===== config.mk =====
export PLATFORM = sky130hd
export DESIGN_NAME = rgb_to_hsv_convert
export DESIGN_NICKNAME = d
export VERILOG_FILES = /design/src/rtl/rgbhsv_pkg.sv /design/src/rtl/rgbhsv_div.sv /design/src/rtl/rgb_to_hsv_convert.sv
export SDC_FILE = /design/constraint.sdc
export NUM_CORES = 1
export LEC_CHECK = 0
export BUFFER_PORTS_ARGS = -buffer_cell sky130_fd_sc_hd__buf_4
export CORE_MARGIN = 1.5
export CORE_UTILIZATION = 65
export CTS_CLUSTER_DIAMETER = 120
export CTS_CLUSTER_SIZE = 16
export DETAILED_ROUTE_END_ITERATION = 8
export PLACE_DENSITY = 0.82
export SYNTH_ARGS = -nofsm -noshare
export SYNTH_HDL_FRONTEND = slang
export SYNTH_SLANG_ARGS = --single-unit

===== constraint.sdc =====
create_clock -name i_clk -period 18.6 [get_ports i_clk]
set_input_delay 3.72 -clock i_clk [delete_from_list [all_inputs] [get_ports i_clk]]
set_output_delay 3.72 -clock i_clk [all_outputs]
set_load 0.01 [all_outputs]

===== src/rtl/rgbhsv_pkg.sv =====
package rgbhsv_pkg;

    // Component and hue formats
    localparam int COMPONENT_BITS    = 8;
    localparam int HUE_FRACTION_BITS = 6;
    localparam int HUE_BITS          = 9 + HUE_FRACTION_BITS;
    // Hue quotient bits: the fraction never exceeds 60 degrees
    localparam int HUE_QUOT_BITS     = 6 + HUE_FRACTION_BITS;

    // Sector of the largest component
    typedef enum logic [2:0] {
        SEC_RED   = 3'b001,
        SEC_GREEN = 3'b010,
        SEC_BLUE  = 3'b100
    } t_sector;

    typedef struct packed {
        logic [COMPONENT_BITS-1:0] red;
        logic [COMPONENT_BITS-1:0] green;
        logic [COMPONENT_BITS-1:0] blue;
    } t_pixel;

    typedef struct packed {
        logic [HUE_BITS-1:0]       hue;
        logic [COMPONENT_BITS-1:0] saturation;
        logic [COMPONENT_BITS-1:0] brightness;
    } t_hsv;

    // Side information that travels alongside the dividers
    typedef struct packed {
        logic                      grey;
        t_sector                   sector;
        logic                      neg;
        logic [COMPONENT_BITS-1:0] max_c;
    } t_tag;

endpackage


===== src/rtl/rgbhsv_div.sv =====
module rgbhsv_div #(
    parameter int CB_W = rgbhsv_pkg::COMPONENT_BITS,
    parameter int QS_W = rgbhsv_pkg::COMPONENT_BITS,
    parameter int QH_W = rgbhsv_pkg::HUE_QUOT_BITS
) (
    input  logic                   i_clk,
    input  logic                   i_rst_n,
    input  logic                   i_valid,
    input  logic [CB_W+QS_W-1:0]   i_num_sat,
    input  logic [CB_W-1:0]        i_den_sat,
    input  logic [CB_W+QH_W-1:0]   i_num_hue,
    input  logic [CB_W-1:0]        i_den_hue,
    input  rgbhsv_pkg::t_tag       i_tag,
    output logic                   o_valid,
    output logic [QS_W-1:0]        o_quot_sat,
    output logic [QH_W-1:0]        o_quot_hue,
    output rgbhsv_pkg::t_tag       o_tag
);
    import rgbhsv_pkg::*;

    localparam int DEPTH = (QS_W > QH_W) ? QS_W : QH_W;
    localparam int XS_W  = CB_W + QS_W;
    localparam int XH_W  = CB_W + QH_W;

    // Per stage: remainder over remaining numerator / quotient bits
    logic [XS_W-1:0] r_xs  [DEPTH];
    logic [CB_W-1:0] r_ds  [DEPTH];
    logic [XH_W-1:0] r_xh  [DEPTH];
    logic [CB_W-1:0] r_dh  [DEPTH];
    t_tag            r_tag [DEPTH];
    logic [DEPTH-1:0] r_vld;

    for (genvar k = 0; k < DEPTH; k++) begin : g_stage
        logic [XS_W-1:0] src_xs;
        logic [CB_W-1:0] src_ds;
        logic [XH_W-1:0] src_xh;
        logic [CB_W-1:0] src_dh;
        t_tag            src_tag;
        logic            src_vld;
        logic [XS_W-1:0] n_xs;
        logic [XH_W-1:0] n_xh;

        // Select the stage source
        if (k == 0) begin : g_first
            assign src_xs  = i_num_sat;
            assign src_ds  = i_den_sat;
            assign src_xh  = i_num_hue;
            assign src_dh  = i_den_hue;
            assign src_tag = i_tag;
            assign src_vld = i_valid;
        end else begin : g_next
            assign src_xs  = r_xs[k-1];
            assign src_ds  = r_ds[k-1];
            assign src_xh  = r_xh[k-1];
            assign src_dh  = r_dh[k-1];
            assign src_tag = r_tag[k-1];
            assign src_vld = r_vld[k-1];
        end

        // Saturation: one restoring step, or hold once all bits are out
        if (k < QS_W) begin : g_sat_step
            logic [CB_W:0] top_s;
            logic [CB_W:0] sub_s;
            logic          ge_s;
            assign top_s = src_xs[XS_W-1:QS_W-1];
            assign sub_s = top_s - {1'b0, src_ds};
            assign ge_s  = (top_s >= {1'b0, src_ds});
            assign n_xs  = ge_s ? {sub_s[CB_W-1:0], src_xs[QS_W-2:0], 1'b1}
                                : {top_s[CB_W-1:0], src_xs[QS_W-2:0], 1'b0};
        end else begin : g_sat_hold
            assign n_xs = src_xs;
        end

        // Hue fraction: one restoring step, or hold
        if (k < QH_W) begin : g_hue_step
            logic [CB_W:0] top_h;
            logic [CB_W:0] sub_h;
            logic          ge_h;
            assign top_h = src_xh[XH_W-1:QH_W-1];
            assign sub_h = top_h - {1'b0, src_dh};
            assign ge_h  = (top_h >= {1'b0, src_dh});
            assign n_xh  = ge_h ? {sub_h[CB_W-1:0], src_xh[QH_W-2:0], 1'b1}
                                : {top_h[CB_W-1:0], src_xh[QH_W-2:0], 1'b0};
        end else begin : g_hue_hold
            assign n_xh = src_xh;
        end

        // Advance the valid bit
        always_ff @(posedge i_clk) begin
            if (!i_rst_n) begin
                r_vld[k] <= 1'b0;
            end else begin
                r_vld[k] <= src_vld;
            end
        end

        // Advance the payload
        always_ff @(posedge i_clk) begin
            r_xs[k]  <= n_xs;
            r_ds[k]  <= src_ds;
            r_xh[k]  <= n_xh;
            r_dh[k]  <= src_dh;
            r_tag[k] <= src_tag;
        end
    end

    assign o_valid    = r_vld[DEPTH-1];
    assign o_quot_sat = r_xs[DEPTH-1][QS_W-1:0];
    assign o_quot_hue = r_xh[DEPTH-1][QH_W-1:0];
    assign o_tag      = r_tag[DEPTH-1];

endmodule


===== src/rtl/rgb_to_hsv_convert.sv =====
// RGB to HSV pixel converter.
// Input channel: drive a pixel on i_pixel with start high; it is taken at
// the rising edge where start is high and busy is low. busy never rises, so
// one pixel can be taken in every clock cycle.
// Output channel: o_done is high for exactly one cycle with the converted
// pixel on o_result (hue in 1/64 degree, saturation scaled to full scale,
// brightness as the largest component). The receiver cannot hold results
// off and must take each one in its cycle.
// Pipeline: one input register, one max/min/sector stage, twelve divider
// stages (one quotient bit of the hue fraction per stage, the longer of
// the two dividers) and one output register. Throughput is one pixel per
// cycle.
// Results leave in the order the pixels entered.
// Reset: a synchronous low i_rst_n clears every valid bit in the pipeline,
// so items in flight are dropped and no strobe follows until new items
// arrive.
module rgb_to_hsv_convert (
    input  logic               i_clk,
    input  logic               i_rst_n,
    input  logic               start,
    input  rgbhsv_pkg::t_pixel i_pixel,
    output logic               busy,
    output logic               o_done,
    output rgbhsv_pkg::t_hsv   o_result
);
    import rgbhsv_pkg::*;

    localparam int CB = COMPONENT_BITS;
    localparam int HF = HUE_FRACTION_BITS;
    localparam int QH = HUE_QUOT_BITS;
    localparam logic [HUE_BITS-1:0] HUE_TURN  = HUE_BITS'(360 * (1 << HF));
    localparam logic [HUE_BITS-1:0] HUE_GREEN = HUE_BITS'(120 * (1 << HF));
    localparam logic [HUE_BITS-1:0] HUE_BLUE  = HUE_BITS'(240 * (1 << HF));

    // Stage 1: input register
    logic   r_v1;
    t_pixel r_pix;

    always_ff @(posedge i_clk) begin
        if (!i_rst_n) begin
            r_v1 <= 1'b0;
        end else begin
            r_v1 <= start && !busy;
        end
    end

    always_ff @(posedge i_clk) begin
        r_pix <= i_pixel;
    end

    // Stage 2: max, min, sector and signed difference
    logic [CB-1:0] max_c, min_c, diff_a, diff_b, n_mag, n_spread;
    t_sector       sec;
    t_tag          n_tag;

    always_comb begin
        max_c = r_pix.red;
        min_c = r_pix.red;
        if (r_pix.green > max_c) max_c = r_pix.green;
        if (r_pix.blue  > max_c) max_c = r_pix.blue;
        if (r_pix.green < min_c) min_c = r_pix.green;
        if (r_pix.blue  < min_c) min_c = r_pix.blue;
        if (r_pix.red == max_c) begin
            sec    = SEC_RED;
            diff_a = r_pix.green;
            diff_b = r_pix.blue;
        end else if (r_pix.green == max_c) begin
            sec    = SEC_GREEN;
            diff_a = r_pix.blue;
            diff_b = r_pix.red;
        end else begin
            sec    = SEC_BLUE;
            diff_a = r_pix.red;
            diff_b = r_pix.green;
        end
        n_spread     = max_c - min_c;
        n_tag.grey   = (n_spread == '0);
        n_tag.sector = sec;
        n_tag.neg    = (diff_a < diff_b);
        n_tag.max_c  = max_c;
        n_mag        = n_tag.neg ? (diff_b - diff_a) : (diff_a - diff_b);
    end

    logic          r_v2;
    t_tag          r_tag2;
    logic [CB-1:0] r_spread, r_mag;

    always_ff @(posedge i_clk) begin
        if (!i_rst_n) begin
            r_v2 <= 1'b0;
        end else begin
            r_v2 <= r_v1;
        end
    end

    always_ff @(posedge i_clk) begin
        r_tag2   <= n_tag;
        r_spread <= n_spread;
        r_mag    <= n_mag;
    end

    // Numerators: full scale times spread, and 60 * 2^HF times magnitude
    logic [2*CB-1:0]  num_sat;
    logic [CB+5:0]    mag60;
    logic [CB+QH-1:0] num_hue;

    assign num_sat = {r_spread, {CB{1'b0}}} - {{CB{1'b0}}, r_spread};
    assign mag60   = {r_mag, 6'b0} - {4'b0, r_mag, 2'b0};
    assign num_hue = {mag60, {HF{1'b0}}};

    // Pipelined dividers
    logic          dv_valid;
    logic [CB-1:0] q_sat;
    logic [QH-1:0] q_hue;
    t_tag          dv_tag;

    rgbhsv_div #(
        .CB_W (CB),
        .QS_W (CB),
        .QH_W (QH)
    ) u_div (
        .i_clk      (i_clk),
        .i_rst_n    (i_rst_n),
        .i_valid    (r_v2),
        .i_num_sat  (num_sat),
        .i_den_sat  (r_tag2.max_c),
        .i_num_hue  (num_hue),
        .i_den_hue  (r_spread),
        .i_tag      (r_tag2),
        .o_valid    (dv_valid),
        .o_quot_sat (q_sat),
        .o_quot_hue (q_hue),
        .o_tag      (dv_tag)
    );

    // Final stage: add the sector offset and wrap negative red hues
    logic [HUE_BITS-1:0] q_ext, n_hue;
    t_hsv                n_result;

    assign q_ext = HUE_BITS'(q_hue);

    always_comb begin
        unique case (dv_tag.sector)
            SEC_RED: begin
                if (dv_tag.neg && q_ext != '0) begin
                    n_hue = HUE_TURN - q_ext;
                end else begin
                    n_hue = q_ext;
                end
            end
            SEC_GREEN: n_hue = dv_tag.neg ? (HUE_GREEN - q_ext) : (HUE_GREEN + q_ext);
            SEC_BLUE:  n_hue = dv_tag.neg ? (HUE_BLUE - q_ext) : (HUE_BLUE + q_ext);
            default:   n_hue = '0;
        endcase
        n_result.hue        = dv_tag.grey ? '0 : n_hue;
        n_result.saturation = dv_tag.grey ? '0 : q_sat;
        n_result.brightness = dv_tag.max_c;
    end

    logic r_done;
    t_hsv r_result;

    always_ff @(posedge i_clk) begin
        if (!i_rst_n) begin
            r_done <= 1'b0;
        end else begin
            r_done <= dv_valid;
        end
    end

    always_ff @(posedge i_clk) begin
        r_result <= n_result;
    end

    assign busy     = 1'b0;
    assign o_done   = r_done;
    assign o_result = r_result;

endmodule


# After elaboration in Yosys (flattened, before gate mapping)
# Memory sizes are Yosys's and may differ from the RTL's. A register that Yosys moved wholly into a read port is not among the register bits.
# Cells that the tools add are included.
# totals
ramBits	780
out_inout_bits	33
n_memories	5
input_bits	27
reg_bits	91
wordCells	128
# mem_list
name	words	word_bits	rd	rd_clocked_by_memory_dff	wr	line	rtl
u_div.r_xh	12	20	12	0	12	rgbhsv_div.sv:28	logic [XH_W-1:0] r_xh [DEPTH];
u_div.r_xs	12	16	12	1	12	rgbhsv_div.sv:26	logic [XS_W-1:0] r_xs [DEPTH];
u_div.r_tag	12	13	12	0	12	rgbhsv_div.sv:30	t_tag r_tag [DEPTH];
u_div.r_dh	12	8	11	0	12	rgbhsv_div.sv:29	logic [CB_W-1:0] r_dh [DEPTH];
u_div.r_ds	12	8	11	0	12	rgbhsv_div.sv:27	logic [CB_W-1:0] r_ds [DEPTH];
# classes
mux	34
n_addsub	30
n_reduce_logical	3
eq_ne	5
magnitude_cmp	25
# op_table
op	n
20-bit 2-to-1 mux	12
8-bit subtractor	23
9-bit by 8-bit greater-or-equal comparator with 1-bit output	20
16-bit 2-to-1 mux	8
8-bit 2-to-1 mux	9
15-bit 2-to-1 mux	3
15-bit case mux with 3 select lines	1
8-bit less-than comparator	3
8-bit equality test	2
8-bit greater-than comparator	2
16-bit by 8-bit subtractor with 16-bit output	1
14-bit by 12-bit adder with 15-bit output, first input constant	1
15-bit nonzero test	1
14-bit by 12-bit subtractor with 15-bit output, first input constant	1
15-bit by 12-bit subtractor with 15-bit output, first input constant	1
13-bit by 12-bit adder with 14-bit output, first input constant	1
13-bit by 12-bit subtractor with 14-bit output, first input constant	1
14-bit by 10-bit subtractor with 14-bit output	1
8-bit zero test	1
3-bit by 1-bit equality test with 1-bit output, second input constant	1
3-bit by 2-bit equality test with 1-bit output, second input constant	1
3-bit equality test, second input constant	1
3-bit 2-to-1 mux	1
1-bit logical AND	1

# Logic depth before layout (Yosys ltp)
# logic_depth
word_depth	9
ltp_mapped	38
mapped_depth_nobuf	35

# Cells and area by module
# From an unflattened synthesis, not the netlist that was laid out.
# hier_totals
cells_unflattened	2558
area_unflattened_um2	28547.4
# modules_own_cells
mod	area_each_um2	cells_each	instances
rgbhsv_div	22793.1	1863	1
rgb_to_hsv_convert	5754.3	695	1

# Worst setup path after synthesis
# Ideal clock, no wire load.
# synth_path
path_type	flip-flop to flip-flop
from	reg r_pix[8] (netlist bit)
to	reg r_mag[5]
required_time_ns	18.528
setup_ns	0.072
synth_period_minus_slack_ns	7.319
arrival_time_ns	7.247
n_path_buf	4
slack_ns	11.281
stages_incl_launch_ff	37
cell_sequence	dfxtp_1 > clkinv_1 > ha_1 > nand4_1 > nor2_2 > a211o_2 > nand2_1 > clkbuf_1 > nor2_1 > a21oi_1 > ha_1 > a21o_1 > a21o_1 > a21o_1 > a311oi_1 > o31a_1 > nor3_1 > a211oi_1 > a221o_1 > clkbuf_1 > clkbuf_1 > o21ai_0 > nand2_1 > nand2_1 > fa_1 > a21o_1 > a21o_1 > a21oi_1 > nor2b_1 > o21ai_0 > nand2b_1 > a21oi_1 > clkbuf_1 > o311a_1 > o21ai_1 > a31oi_1 > xnor2_1
# synth_rtl
element	line	rtl
start: declaration	rgb_to_hsv_convert.sv:37	t_pixel r_pix;
start signal: assignment	rgb_to_hsv_convert.sv:48	r_pix <= i_pixel;
end signal: assignment	rgb_to_hsv_convert.sv:99	r_mag <= n_mag;
end: declaration	rgb_to_hsv_convert.sv:86	logic [CB-1:0] r_spread, r_mag;

# Worst setup path after layout
# layout_path
from	reg r_pix[21] (netlist bit)
to	reg r_mag[6]
# layout_via
elab_chain_len	9
# layout_lines
element	line	rtl
8-bit greater-than comparator	rgb_to_hsv_convert.sv:59	if (r_pix.green > max_c) max_c = r_pix.green;
8-bit 2-to-1 mux (*)	rgb_to_hsv_convert.sv:59	
8-bit greater-than comparator	rgb_to_hsv_convert.sv:60	if (r_pix.blue > max_c) max_c = r_pix.blue;
8-bit 2-to-1 mux (*)	rgb_to_hsv_convert.sv:60	
via max_c[6]	rgb_to_hsv_convert.sv:52	logic [CB-1:0] max_c, min_c, diff_a, diff_b, n_mag, n_spread;
8-bit equality test	rgb_to_hsv_convert.sv:67	end else if (r_pix.green == max_c) begin
8-bit 2-to-1 mux	rgb_to_hsv_convert.sv:67	
8-bit 2-to-1 mux	rgb_to_hsv_convert.sv:63	if (r_pix.red == max_c) begin
8-bit subtractor / 8-bit less-than comparator (equally long branches)	rgb_to_hsv_convert.sv:81, rgb_to_hsv_convert.sv:79	
8-bit 2-to-1 mux (*)	rgb_to_hsv_convert.sv:81	n_mag = n_tag.neg ? (diff_b - diff_a) : (diff_a - diff_b);
via n_mag[6]	rgb_to_hsv_convert.sv:52	
# Mark *: on every way through the listed nets, which the timed path passes. The rest lies on a longest branch.
# A chain may end at the register's enable or synchronous reset.

==> metrics.txt <==
post-layout instance area 26800 µm²; critical path launch point type flop; DR WL/cell 14.9 µm; WHS Path Cells 0; total of flip-flops plus latches after synthesis 660; maximum number of pins on one net before global-route repair 33; floorplan die area 39200 µm²; drc violations 0; most frequent cells after synthesis 660 x sky130_fd_sc_hd__dfxtp_1, 274 x sky130_fd_sc_hd__inv_1, 220 x sky130_fd_sc_hd__ha_1, 208 x sky130_fd_sc_hd__o21ai_0, 178 x sky130_fd_sc_hd__nand2_1; number of sinks on the clock net 660; IO Count 60; remaining antenna violation count after routing 0; antenna cell count 0; synthesized area 24700 µm²; Post-Route Setup TNS 0 ns; most frequent cell after synthesis sky130_fd_sc_hd__dfxtp_1; FF-to-FF End r_mag[6]; most area-consuming cells after synthesis sky130_fd_sc_hd__dfxtp_1 53%, sky130_fd_sc_hd__ha_1 11%, sky130_fd_sc_hd__o21ai_0 4.2%, sky130_fd_sc_hd__inv_1 4.2%, sky130_fd_sc_hd__nand2_1 2.7%; Root Buffer Master sky130_fd_sc_hd__clkbuf_16; global-route wire length before repair 74.4 mm; routed via count 16100; Chip Height 198 µm; sequential area share after synthesis 0.535; CTS resizes 0; beginning of the worst hold path u_div.r_xh[2][7]; Worst EP arrival 9.26 ns; deepest clock path buffer count 3; YS warnings 0; critical setup path kind flop to flop; number of standard-cell rows in the floorplan 71; drt total wl 44.9 mm; hold worst-path end u_div.r_xh[2][28]; Post-CTS Hold Fix Bufs 0; Mapped Cells 2433; top_reg_cell synth sky130_fd_sc_hd__dfxtp_1; largest stage delay on the critical path 0.94 ns; initial core utilization 0.658; worst hold path class flop to flop; initial antenna violation count 0; DIE WIDTH 198 µm; transition at the pin with the smallest max-transition slack 1.20 ns; cell repeated most along the worst path sky130_fd_sc_hd__a21o_1; Detailed Place HPWL 33.4 mm; final number of max-transition violations 0; max_slew headroom 0.197; R2R depth 32; placer congestion estimate 0.860; Overall Global Routing Usage 0.237; average vias per placed instance 5.34; maximum clock rate 0.115 GHz; final period demand of the worst path 8.73 ns; post-synth cell types 73; data required time of the worst path 19.13 ns; clock latency on the worst-skew pair 0.61 ns; remaining global-route overflow 0; biggest fanout along the worst timing path 29; CP endpoint kind flop; final-report hold violation count 0; Post-Route Utilization 0.714; DRC violation total after the first TritonRoute iteration 617; Crit-path slowest cell sky130_fd_sc_hd__a21oi_1; Synth area leader sky130_fd_sc_hd__dfxtp_1; worst r2r src r_pix[21]; Clock transition at path regs 0.07 ns; TritonCTS buffer count 47; number of flops mapped to enable cells by yosys 0; fraction of layout cells with a size suffix above 1 0.0577; hold slack final 0.309 ns; setup slack on the worst flop-to-flop path 9.87 ns; number of nets produced by synthesis 2701; clk_skew 0.0328 ns; period utilisation layout 0.469; count of input and output buffers 58; via count of the first global-routing pass 16000; Post-Synthesis Mean Instance Area 10.2 µm²; run status completed; buffers inserted during post-CTS setup optimization 0; clock tree from TritonCTS yes; fraction of synthesized cell area taken by the top area cell type 0.535; number of levels in the clock H-tree 2; area growth from synthesis to layout 8.63%; floorplan core area 37600 µm²; final-report setup violation count 0; Placed Instance Area 25600 µm²; # Max-Cap Violations 0; number of nets in the layout 2764; share of synthesized flip-flops with an asynchronous set or reset 0; RSZ-0062 raised after global routing no; drt first pass iters 5
how the worst max path moves through the flow:
stage          startpoint  endpoint  slack [ns]  cells past startpoint
5_1_grt          r_pix[8]  r_mag[6]        9.13                     34
3_3_place_gp     r_pix[8]  r_mag[6]       10.26                     32
2_1_floorplan    r_pix[8]  r_mag[5]       11.28                     36
6_report        r_pix[21]  r_mag[6]        9.87                     32
4_1_cts         r_pix[21]  r_mag[6]       10.05                     32
3_5_place_dp    r_pix[21]  r_mag[6]       10.11                     34
metrics by stage:
stage	worst slack [ns]	std cells
after floorplan	11.28	2433
after global placement	10.26	2958
after detailed placement	10.11	2958
after CTS	10.05	3008
after global routing	9.13	3008
final	9.87	3008
layout by cell type, fill, tap and decap left out, drive strengths merged, types with 4 or more instances in the layout:
master	n
o31ai	34
nand2	178
ha	220
mux2i	14
clkbuf	47
o21bai	7
a21o	54
buf	60
a21oi	98
o21a	4
nor4	8
nor2	133
xnor2	54
dfxtp	660
mux2	14
nand2b	55
nand3	19
o311ai	4
a31oi	8
and2	53
a31o	6
fa	21
xor2	52
o21ai	213
or4	18
nor3	19
o211a	16
or3	13
nor2b	61
a211oi	4
or2	4
nand4	32
inv	276
worst max-delay path, delay by kind of cell, from the launching register on:
family          cells  cell delay [ns]
fa+ha+maj           3             1.01
buf+inv             1             0.15
compound gates     14             3.85
flops               1             0.47
xor+xnor            2             0.28
simple gates       10             2.14
mux                 2             0.76
sequential cells by signal, summed over array words and instances (netlist names), 8 cells and up:
name / count
o_result: 31
r_mag: 8
r_pix: 24
r_spread: 8
r_tag2: 13
u_div.g_stage.src_vld: 11
u_div.r_dh: 88
u_div.r_ds: 62
u_div.r_tag: 94
u_div.r_xh: 172
u_div.r_xs: 145
cell families (layout without fill, tap and decap cells):
family / count (synthesis) / after routing / share of synthesized area
buf+inv: 322 / 386 / 0.0491
fa+ha+maj: 242 / 242 / 0.129
mux: 28 / 28 / 0.0124
flops: 660 / 660 / 0.535
simple gates: 599 / 599 / 0.121
xor+xnor: 106 / 106 / 0.0376
other cells: 1 / 1 / 0.000152
compound gates: 475 / 475 / 0.117
per-layer routing:
layer	vias to the layer above	part of all wire	GRT usage
met2	314	0.50	0.432
met5	-	0	0
li1	8185	-	-
met4	0	0.034	0.0953
met3	107	0.036	0.0347
met1	7451	0.43	0.278
layout make-up:
class | count | area, µm²
Sequential cell | 660 | 13200
Tap cell | 511 | 639
Multi-Input combinational cell | 1451 | 10300
Fill cell | 2641 | 10700
Clock buffer | 47 | 1180
Timing Repair Buffer | 60 | 450
Inverter | 276 | 1040
Clock inverter | 3 | 45.0
Power is not shown: default switching activity piles up to over one toggle a cycle in this logic, so the estimate is an artifact.
